## src/rig_pkg.sv

```systemverilog
// Shared types and constants for the reverse-in-groups unit.
// No dependencies; every other file of the block but the macro header imports it.
package rig_pkg;

    // Width of one element value.
    localparam int VALUE_W = 32;

    // Width of the group size register.
    localparam int GSIZE_W = 5;

    // Default depth of the group store.
    localparam int MAX_GROUP_DEF = 16;

    // Reset value of the group size register.
    localparam logic [GSIZE_W-1:0] GSIZE_RST = GSIZE_W'(1);

    // Marks that travel with each result.
    typedef struct packed {
        logic run_last;
        logic list_done;
    } rig_tag_t;

endpackage

```

## src/rig_if.sv

```systemverilog
// Valid/ready channel interfaces for input items and result items.
// Depends on rig_pkg for the value width.
interface rig_in_if
    import rig_pkg::*;
();
    logic                      valid;
    logic                      ready;
    logic signed [VALUE_W-1:0] value;
    logic                      end_of_list;

    modport source (output valid, output value, output end_of_list, input ready);
    modport sink   (input valid, input value, input end_of_list, output ready);
endinterface

interface rig_out_if
    import rig_pkg::*;
();
    logic                      valid;
    logic                      ready;
    logic signed [VALUE_W-1:0] out_value;
    logic                      run_last;
    logic                      list_done;

    modport source (output valid, output out_value, output run_last, output list_done,
                    input ready);
    modport sink   (input valid, input out_value, input run_last, input list_done,
                    output ready);
endinterface

```

## src/reverse_in_groups_unit.sv

```systemverilog
// Reverse-in-groups unit: an item that does not close a group is only stored.
// An item that closes a group of n values or ends the list holds ready low while the
// single read port of the group store fetches one value per cycle while the output
// register can take it; results pass the read and output registers, one per cycle
// unless the sink stalls. Reset clears control state and sets group_size to 1; the
// group store keeps stale data, and no entry is read before it is written.
module reverse_in_groups_unit
    import rig_pkg::*;
#(
    parameter int MAX_GROUP = MAX_GROUP_DEF
)
(
    input  logic               clk,
    input  logic               rst_n,
    input  logic               cfg_wr_en,
    input  logic [GSIZE_W-1:0] cfg_wr_data,
    rig_in_if.sink             items,
    rig_out_if.source          results
);

    localparam int IDX_W = $clog2(MAX_GROUP);
    localparam int CNT_W = $clog2(MAX_GROUP + 1);
    localparam int CMP_W = (CNT_W > GSIZE_W) ? CNT_W : GSIZE_W;

    typedef enum logic [1:0] {
        ST_IDLE = 2'b01,
        ST_EMIT = 2'b10
    } rig_state_t;

    rig_state_t         state_reg, state_next;
    logic [GSIZE_W-1:0] gsize_reg;
    logic [IDX_W-1:0]   fill_reg, fill_next;
    logic [IDX_W-1:0]   idx_reg, idx_next;
    logic [CNT_W-1:0]   rem_reg, rem_next;
    logic               rev_reg, rev_next;
    logic               end_reg, end_next;
    logic               rd_valid_reg, rd_valid_next;
    rig_tag_t           rd_tag_reg;
    logic signed [VALUE_W-1:0] rd_data_reg;

    logic signed [VALUE_W-1:0] group_store_mem [MAX_GROUP];

    logic             in_xfer;
    logic [CMP_W-1:0] gs_w, g_eff, n_w;
    logic             close_group;
    logic             rd_take, rd_go, rd_last;

    // Group size register; users keep it written only while the unit is idle; unchecked.
    always_ff @(posedge clk or negedge rst_n)
    begin
        if (!rst_n)
        begin
            gsize_reg <= GSIZE_RST;
        end
        else if (cfg_wr_en)
        begin
            gsize_reg <= cfg_wr_data;
        end
    end

    assign items.ready = (state_reg == ST_IDLE);
    assign in_xfer     = items.valid && items.ready;

    // Effective group size: zero acts as one, larger values saturate at the store depth.
    always_comb
    begin
        gs_w = CMP_W'(gsize_reg);
        if (gs_w == '0)
        begin
            g_eff = CMP_W'(1);
        end
        else if (gs_w > CMP_W'(MAX_GROUP))
        begin
            g_eff = CMP_W'(MAX_GROUP);
        end
        else
        begin
            g_eff = gs_w;
        end
    end

    assign n_w         = CMP_W'(fill_reg) + CMP_W'(1);
    assign close_group = (n_w >= g_eff);

    // Read pipeline: a fetch may start when the read stage is empty or drains now.
    assign rd_go   = (state_reg == ST_EMIT) && (!rd_valid_reg || rd_take);
    assign rd_last = (rem_reg == CNT_W'(1));

    // Group store: one write port for arriving values, one registered read port.
    always_ff @(posedge clk)
    begin
        if (in_xfer)
        begin
            group_store_mem[fill_reg] <= items.value;
        end
        if (rd_go)
        begin
            rd_data_reg <= group_store_mem[idx_reg];
            rd_tag_reg  <= '{run_last: rd_last, list_done: rd_last && end_reg};
        end
    end

    // Sequencer: fill on each transfer, then walk the store forward or backward.
    always_comb
    begin
        state_next    = state_reg;
        fill_next     = fill_reg;
        idx_next      = idx_reg;
        rem_next      = rem_reg;
        rev_next      = rev_reg;
        end_next      = end_reg;
        rd_valid_next = rd_go ? 1'b1 : (rd_take ? 1'b0 : rd_valid_reg);
        case (state_reg)
            ST_IDLE:
            begin
                if (in_xfer)
                begin
                    if (close_group || items.end_of_list)
                    begin
                        state_next = ST_EMIT;
                        fill_next  = '0;
                        rem_next   = CNT_W'(fill_reg) + CNT_W'(1);
                        rev_next   = close_group;
                        idx_next   = close_group ? fill_reg : '0;
                        end_next   = items.end_of_list;
                    end
                    else
                    begin
                        fill_next = fill_reg + IDX_W'(1);
                    end
                end
            end
            ST_EMIT:
            begin
                if (rd_go)
                begin
                    rem_next = rem_reg - CNT_W'(1);
                    idx_next = rev_reg ? (idx_reg - IDX_W'(1)) : (idx_reg + IDX_W'(1));
                    if (rd_last)
                    begin
                        state_next = ST_IDLE;
                    end
                end
            end
            default:
            begin
                state_next = ST_IDLE;
            end
        endcase
    end

    // Control registers.
    always_ff @(posedge clk or negedge rst_n)
    begin
        if (!rst_n)
        begin
            state_reg    <= ST_IDLE;
            fill_reg     <= '0;
            idx_reg      <= '0;
            rem_reg      <= '0;
            rev_reg      <= 1'b0;
            end_reg      <= 1'b0;
            rd_valid_reg <= 1'b0;
        end
        else
        begin
            state_reg    <= state_next;
            fill_reg     <= fill_next;
            idx_reg      <= idx_next;
            rem_reg      <= rem_next;
            rev_reg      <= rev_next;
            end_reg      <= end_next;
            rd_valid_reg <= rd_valid_next;
        end
    end

    // Output register toward the result sink.
    rig_out_stage u_out_stage (
        .clk        (clk),
        .rst_n      (rst_n),
        .load_valid (rd_valid_reg),
        .load_ready (rd_take),
        .load_value (rd_data_reg),
        .load_tag   (rd_tag_reg),
        .results    (results)
    );

endmodule

```

## src/rig_out_stage.sv

```systemverilog
// Output register of the reverse-in-groups unit.
// Depends on rig_pkg and rig_out_if; decouples the read pipeline from the result sink.
module rig_out_stage
    import rig_pkg::*;
(
    input  logic                      clk,
    input  logic                      rst_n,
    input  logic                      load_valid,
    output logic                      load_ready,
    input  logic signed [VALUE_W-1:0] load_value,
    input  rig_tag_t                  load_tag,
    rig_out_if.source                 results
);

    logic                      valid_reg;
    logic signed [VALUE_W-1:0] value_reg;
    rig_tag_t                  tag_reg;

    // The register can take new data when empty or when its content leaves now.
    assign load_ready = !valid_reg || results.ready;

    // Valid flag of the held result.
    always_ff @(posedge clk or negedge rst_n)
    begin
        if (!rst_n)
        begin
            valid_reg <= 1'b0;
        end
        else if (load_ready)
        begin
            valid_reg <= load_valid;
        end
    end

    // Payload of the held result.
    always_ff @(posedge clk)
    begin
        if (load_valid && load_ready)
        begin
            value_reg <= load_value;
            tag_reg   <= load_tag;
        end
    end

    assign results.valid     = valid_reg;
    assign results.out_value = value_reg;
    assign results.run_last  = tag_reg.run_last;
    assign results.list_done = tag_reg.list_done;

endmodule

```

## src/flat_wrapper.sv

```systemverilog
// flat-port wrapper written by rule: the top's interface ports become plain ports
module reverse_in_groups_unit_flat import rig_pkg::*;
#(
    parameter int MAX_GROUP = MAX_GROUP_DEF
)
  (clk, rst_n, cfg_wr_en, cfg_wr_data, items_valid, items_value, items_end_of_list, items_ready, results_valid, results_out_value, results_run_last, results_list_done, results_ready);
  rig_in_if items_i ();
  rig_out_if results_i ();
  input  logic clk;
  input  logic rst_n;
  input  logic cfg_wr_en;
  input  logic [GSIZE_W-1:0] cfg_wr_data;
  input wire logic [$bits(items_i.valid)-1:0] items_valid;
  input wire logic [$bits(items_i.value)-1:0] items_value;
  input wire logic [$bits(items_i.end_of_list)-1:0] items_end_of_list;
  output wire logic [$bits(items_i.ready)-1:0] items_ready;
  output wire logic [$bits(results_i.valid)-1:0] results_valid;
  output wire logic [$bits(results_i.out_value)-1:0] results_out_value;
  output wire logic [$bits(results_i.run_last)-1:0] results_run_last;
  output wire logic [$bits(results_i.list_done)-1:0] results_list_done;
  input wire logic [$bits(results_i.ready)-1:0] results_ready;
  assign items_i.valid = items_valid;
  assign items_i.value = items_value;
  assign items_i.end_of_list = items_end_of_list;
  assign items_ready = items_i.ready;
  assign results_valid = results_i.valid;
  assign results_out_value = results_i.out_value;
  assign results_run_last = results_i.run_last;
  assign results_list_done = results_i.list_done;
  assign results_i.ready = results_ready;
  reverse_in_groups_unit #(.MAX_GROUP(MAX_GROUP)) u_core (.clk(clk), .rst_n(rst_n), .cfg_wr_en(cfg_wr_en), .cfg_wr_data(cfg_wr_data), .items(items_i), .results(results_i));
endmodule
```

## config.mk

```make
export PLATFORM = sky130hd
export DESIGN_NAME = reverse_in_groups_unit_flat
export DESIGN_NICKNAME = d
export VERILOG_FILES = /design/src/rig_pkg.sv /design/src/rig_if.sv /design/src/reverse_in_groups_unit.sv /design/src/rig_out_stage.sv /design/src/flat_wrapper.sv
export SDC_FILE = /design/constraint.sdc
export NUM_CORES = 1
export LEC_CHECK = 0
export ABC_AREA = 1
export BUFFER_PORTS_ARGS = -buffer_cell sky130_fd_sc_hd__buf_2
export CORE_MARGIN = 2
export CORE_UTILIZATION = 62
export DETAILED_ROUTE_END_ITERATION = 10
export PLACE_DENSITY = 0.88
export SETUP_SLACK_MARGIN = 0.05
export SYNTH_ARGS = -nofsm -noshare
export SYNTH_HDL_FRONTEND = slang
export SYNTH_SLANG_ARGS = --single-unit
```

## constraint.sdc

```tcl
create_clock -name clk -period 4.3 [get_ports clk]
set_input_delay 0.645 -clock clk [delete_from_list [all_inputs] [get_ports clk]]
set_output_delay 0.645 -clock clk [all_outputs]
set_load 0.05 [all_outputs]
```

==> metrics.txt, run 1 <==
status=complete, no violations; Yosys cell types=29; Core Region=38500 sq um; Root Driver=clkbuf_16; clk slew on worst S/H paths=0.06 ns; share of synthesized registers carrying an async set or reset=0.0397; total routed wirelength=53.1 mm; max reg flops=512; Worst-Margin Slew=1.31 ns; pwr/cell area=575 nW/um^2; fin crit share=0.707; hpwl dp=28.0 mm; non-filler cells, final=2377; critical path fanouts, max=32; VDD IR max=0.475 mV; DR vias/cell=6.26; maxcap violations=0; max incr delay on CP=1.06 ns; CP max-delay cell=nor2_4; Post-Synthesis Cells=1775; number of global-route vias before repair=14800; Net count, final=1871; endpoints failing hold=0; mux contribution to synthesized area=0.00141; share of layout cells above drive strength 1=0.124; Vias=14900; Diodes inserted=0; Crit. End Element=flip-flop; Starting Density=0.625; Rel. slew slack=0.126; Post-DRT Antenna Nets=0; Synth Warn #=0; Die W=201 um; Num CTS Buffers=55; post-synthesis net count=1832; number of hold buffers added after cts=0; Slew Viols, Final=0; IO buf count=78; first-pass GRT wire length=81.9 mm; H-tree Lvls=2; post-DR wirelength/cell=22.4 um; Min Clock Period, post-route=3.04 ns; Area Growth Syn to Fin=10.1%; synthesized area per cell=13.5 sq um; XOR/XNOR Fraction of Synth Area=0.00182; largest family of logic cells by synthesized area=compound AO/OA/AOI/OAI gates; CP Class=flip-flop to flip-flop; total gr overflow=0; worst hold path type=input port to async pin; drt first pass iters=6; cell taking the most area after synthesis=edfxtp_1; CP required=4.48 ns; Worst Skew=0.0237 ns; RSZ-0062 raised after global routing=false; clk_lat worst skew=0.59 ns; Critical Path AT=3.23 ns; Post-synth EDFFs=580; flops & latches, synth=604; Synth Area in Simple Gates=0.0756; setup TNS=0 ns; setup repair bufs after CTS=0; largest net degree at the start of global routing=219; CP startpoint kind=flip-flop; DIE AREA=40400 sq um; CTS tree=done; Synth top area share=0.725; clock sink count=604; post-synthesis compound-gate area fraction=0.118; Lkg Pwr=8.99 nW; fmax=0.329 GHz; sequential share of the synthesized area=0.750; synthesized area=24000 sq um; # setup viols final=0; gpl congestion=0.786; Post-CTS Resized=0; dpl cells=2275; IO Pins=79; row cnt=72; gr usage total=0.264; antenna violations before repair=0; Die H=201 um; drt drc=0; clk buf depth=3; most instantiated cells after synthesis=edfxtp_1, nor2_1, o21ai_0, o211ai_1, nand2_1; critical path, cell by cell=inv_1 > nor2_1 > nand2_1 > inv_1 > nand2_1 > nor2_4; adder-cell area share of the yosys netlist=0.00760; Top FF cell, synth=edfxtp_1; DRT iter0 DRCs=2065; main area contributors after synthesis=edfxtp_1, o211ai_1, nor2_1; Design Power=15.2 mW; most common cell in the netlist=edfxtp_1
==> cell type report <==
type | count | area, sq um
inverter | 123 | 464
sequential | 604 | 18000
clock buffer | 68 | 1450
multi-input combinational | 938 | 5030
timing repair buffer | 92 | 558
tap | 518 | 648
clock inverter | 34 | 280
fill | 2346 | 12000
==> path summary, 6_finish.rpt <==
kind                                         from                                  endpoint  slack [ns]  depth (start not counted)
max                           u_core.state_reg[0]             u_core.group_store_mem[9][16]        1.26                          6
min                                         rst_n                            u_core.gs_w[3]        0.04                          1
max reg2reg                   u_core.state_reg[0]             u_core.group_store_mem[9][16]        1.26                          6
min reg2reg                u_core.rd_data_reg[14]  u_core.u_out_stage.results.out_value[14]        0.40                          0
max in group asynchronous                   rst_n                         u_core.idx_reg[1]        3.81                          1
min in group clk                   cfg_wr_data[4]                            u_core.gs_w[4]        0.27                          3
==> layout by cell type, fill, tap and decap left out, drive strengths merged <==
cell type | synthesis | routed
mux2 | 3 | 3
xor2 | 4 | 4
clkbuf | 43 | 68
nand4 | 1 | 1
nor2 | 231 | 231
ha | 13 | 13
o21ai | 240 | 240
nand2 | 134 | 134
clkinvlp | 0 | 3
o211ai | 160 | 160
a21oi | 62 | 62
fa | 1 | 1
edfxtp | 580 | 580
nand3 | 86 | 86
nor3 | 1 | 1
clkinv | 0 | 26
or2 | 1 | 1
xnor2 | 1 | 1
bufinv | 0 | 4
dfstp | 2 | 2
inv | 123 | 124
dfrtp | 22 | 22
buf | 67 | 92
==> worst max-delay path, delay by kind of cell, from the launching register on <==
| kind | cells | cell delay [ns] |
|---|---|---|
| flops | 1 | 0.52 |
| simple gates | 4 | 1.73 |
| buf+inv | 2 | 0.38 |
==> logic make-up after synthesis <==
logic type	after synthesis
AO/OA/AOI/OAI	462
AND/OR/NAND/NOR	454
adder cells (fa/ha/maj)	14
XOR/XNOR	5
buffers and inverters	233
multiplexers	3
flip-flops	604
==> per-stage QoR <==
step           utilization  worst slack [ns]  hold WS [ns]  cell area [sq um]
3_3_place_gp         0.643              1.43         0.406              24700
5_1_grt              0.688              1.08        0.0805              26500
3_5_place_dp         0.643              1.32         0.405              24700
4_1_cts              0.688              1.29        0.0422              26500
2_1_floorplan            -             0.161         0.349              24000
6_report             0.688              1.26        0.0447              26500
==> routing by layer <==
metal	track usage	vias up	part of all wire
met5	0	-	0
met4	0.122	0	0.041
met3	0.0420	182	0.097
met2	0.436	987	0.50
met1	0.348	7159	0.36
li1	-	6555	-
==> where the power goes <==
part	switching, mW	total [mW]	leakage (nW)	internal (mW)
Sequential	0.166	7.13	5.53	6.96
Clock	2.05	4.68	0.840	2.63
Combinational	2.44	3.41	2.61	0.969
Total	4.66	15.2	8.99	10.6
Note: power is estimated with default switching activity, not from simulation.
==> run 2: changes to the inputs <==
clock period = 2.9 ns   (was 4.3 ns; I/O delays follow)
==> run 2 against run 1 <==
Die area did not move. Critical path type unchanged. Critical endpoint is now u_core.fill_reg[3]. Critical path depth rose by 4. Sequential power rose by 49%. Maximum frequency rose by 35%.
==> metrics.txt, run 2 (synthesis results as in run 1) <==
status=complete, no violations; Design Power=23.0 mW; clock share of power=0.316; clk slew on worst S/H paths=0.07 ns; CP dominant cell by count=nand2_1; maxcap violations=0; VDD IR max=0.660 mV; Worst-Margin Slew=0.918 ns; commonest non-fill, non-tap cell in the layout=edfxtp_1; Flop pwr share=0.459; drt first pass iters=6; critical path fanouts, max=6; first-pass GRT wire length=84.1 mm; CTS tree=done; Post-DRT Antenna Nets=0; CP max-delay cell=dfrtp_1; DRT iter0 DRCs=1887; Starting Density=0.625; Core Region=38500 sq um; Die W=201 um; max reg flops=512; met3 usage=0.0523; Num CTS Buffers=57; max incr delay on CP=0.46 ns; non-filler cells, final=2412; dpl cells=2307; endpoints failing hold=0; CP required=3.44 ns; Lkg Pwr=9.25 nW; Sw Share=0.306; Rel. slew slack=0.387; worst hold path type=input port to flip-flop; met2 Use GR=0.450; clk buf depth=3; hpwl dp=29.3 mm; IO buf count=78; Post-Place Setup Slack=0.673 ns; pwr/cell area=854 nW/um^2; number of global-route vias before repair=15200; setup TNS=0 ns; DIE AREA=40400 sq um; Area Growth Syn to Fin=12.0%; total routed wirelength=54.7 mm; DR vias/cell=6.24; gpl congestion=0.845; critical path, cell by cell=nand2_1 > nor2_1 > ha_1 > nand2_1 > inv_1 > nand2_1 > nand3_1 > nor2_1 > nand3_1 > o21ai_0; Critical Path AT=2.79 ns; post-route cell area=26900 sq um; Logic pwr share=0.225; Root Driver=clkbuf_16; Switch Pwr=7.04 mW; gr busiest metal=met2; setup slack after layout=0.647 ns; DP Area=25100 sq um; GR Layer Usage met1=0.349; RSZ-0062 raised after global routing=false; clk_lat worst skew=0.63 ns; gr usage total=0.272; total gr overflow=0; Worst Skew=0.0193 ns; commonest cells after routing, fill and taps aside=edfxtp_1, nor2_1, o21ai_0; drt drc=0; H-tree Lvls=2; Crit path max-delay family=simple AND/OR/NAND/NOR gates; Min Clock Period, post-route=2.25 ns; internal power=15.9 mW; share of layout cells above drive strength 1=0.140; CP Class=flip-flop to flip-flop; row cnt=72; # setup viols final=0; Vias=15100; Die H=201 um; antenna violations before repair=1; Net count, final=1907; Slew Viols, Final=0; CP Buf/Inv Count=1; largest net degree at the start of global routing=163; post-DR wirelength/cell=22.7 um; clock sink count=604; Crit. End Element=flip-flop; fin crit share=0.777; Diodes inserted=0; IO Pins=79; fmax=0.444 GHz; CP startpoint kind=flip-flop
## run 2: cell types whose count changed in the layout (fill, tap and decap cells not counted), moves of 2 or more
cell / delta
buf_4: +23
buf_12: +9
clkbuf_1: -3
clkbuf_16: +2
clkinv_2: +2
clkinvlp_4: -2
dlygate4sd3_1: +2
## run 2: area by class of cell
class | count | area (sq um)
multi-input combinational | 938 | 5040
timing repair buffer | 126 | 931
tap | 518 | 648
sequential | 604 | 18000
clock buffer | 67 | 1490
fill | 2351 | 11500
clock inverter | 36 | 323
inverter | 123 | 464
## run 2: stage by stage
stage | util | hold WS, ns
6_report | 0.700 | 0.0330
5_1_grt | 0.700 | 0.0408
4_1_cts | 0.700 | 0.0196
3_5_place_dp | 0.652 | 0.405
3_3_place_gp | 0.652 | 0.403
2_1_floorplan | - | 0.139
## run 2: worst paths after layout
check,end,slack [ns],cells past startpoint,startpoint
worst min register to register,u_core.u_out_stage.results.out_value[21],0.41,0,u_core.rd_data_reg[21]
max in group asynchronous,u_core.idx_reg[1],2.14,2,rst_n
worst max register to register,u_core.fill_reg[3],0.65,10,u_core.fill_reg[2]
min in group asynchronous,u_core.gs_w[2],0.34,2,rst_n
worst max-delay path,u_core.fill_reg[3],0.65,10,u_core.fill_reg[2]
worst min-delay path,u_core.gs_w[1],0.03,3,cfg_wr_data[1]
## run 2: timing repair
item | CTS | global route
resized for setup | 0 | 0
hold buffers | 2 | 0
buffers inserted | 0 | 0
setup endpoints to repair | 0 | 0
endpoints found under the hold margin | 23 | 0
## run 2: metal layers
metal  vias up  wire (um)
met2       989      27400
met3       182       5390
met1      7266      19700
met4         2       2270
met5         -         13
li1       6621          -
## run 2: power by group through the flow
stage | registers [mW] | clock network [mW] | logic, mW
finish | 10.6 | 7.26 | 5.17
global route | 10.6 | 7.66 | 5.62
CTS | 10.5 | 7.29 | 5.13
detailed placement | 10.7 | 0 | 5.04
global placement | 10.7 | 0 | 4.78
floorplan | 10.8 | 0 | 3.38
## run 2: worst register-to-register path, cell delays in order, from the launching register on
cell	delay (ns)
dfrtp_1	0.46
nand2_1	0.30
nor2_1	0.24
ha_1	0.28
nand2_1	0.08
inv_1	0.04
nand2_1	0.08
nand3_1	0.18
nor2_1	0.31
nand3_1	0.10
o21ai_0	0.10
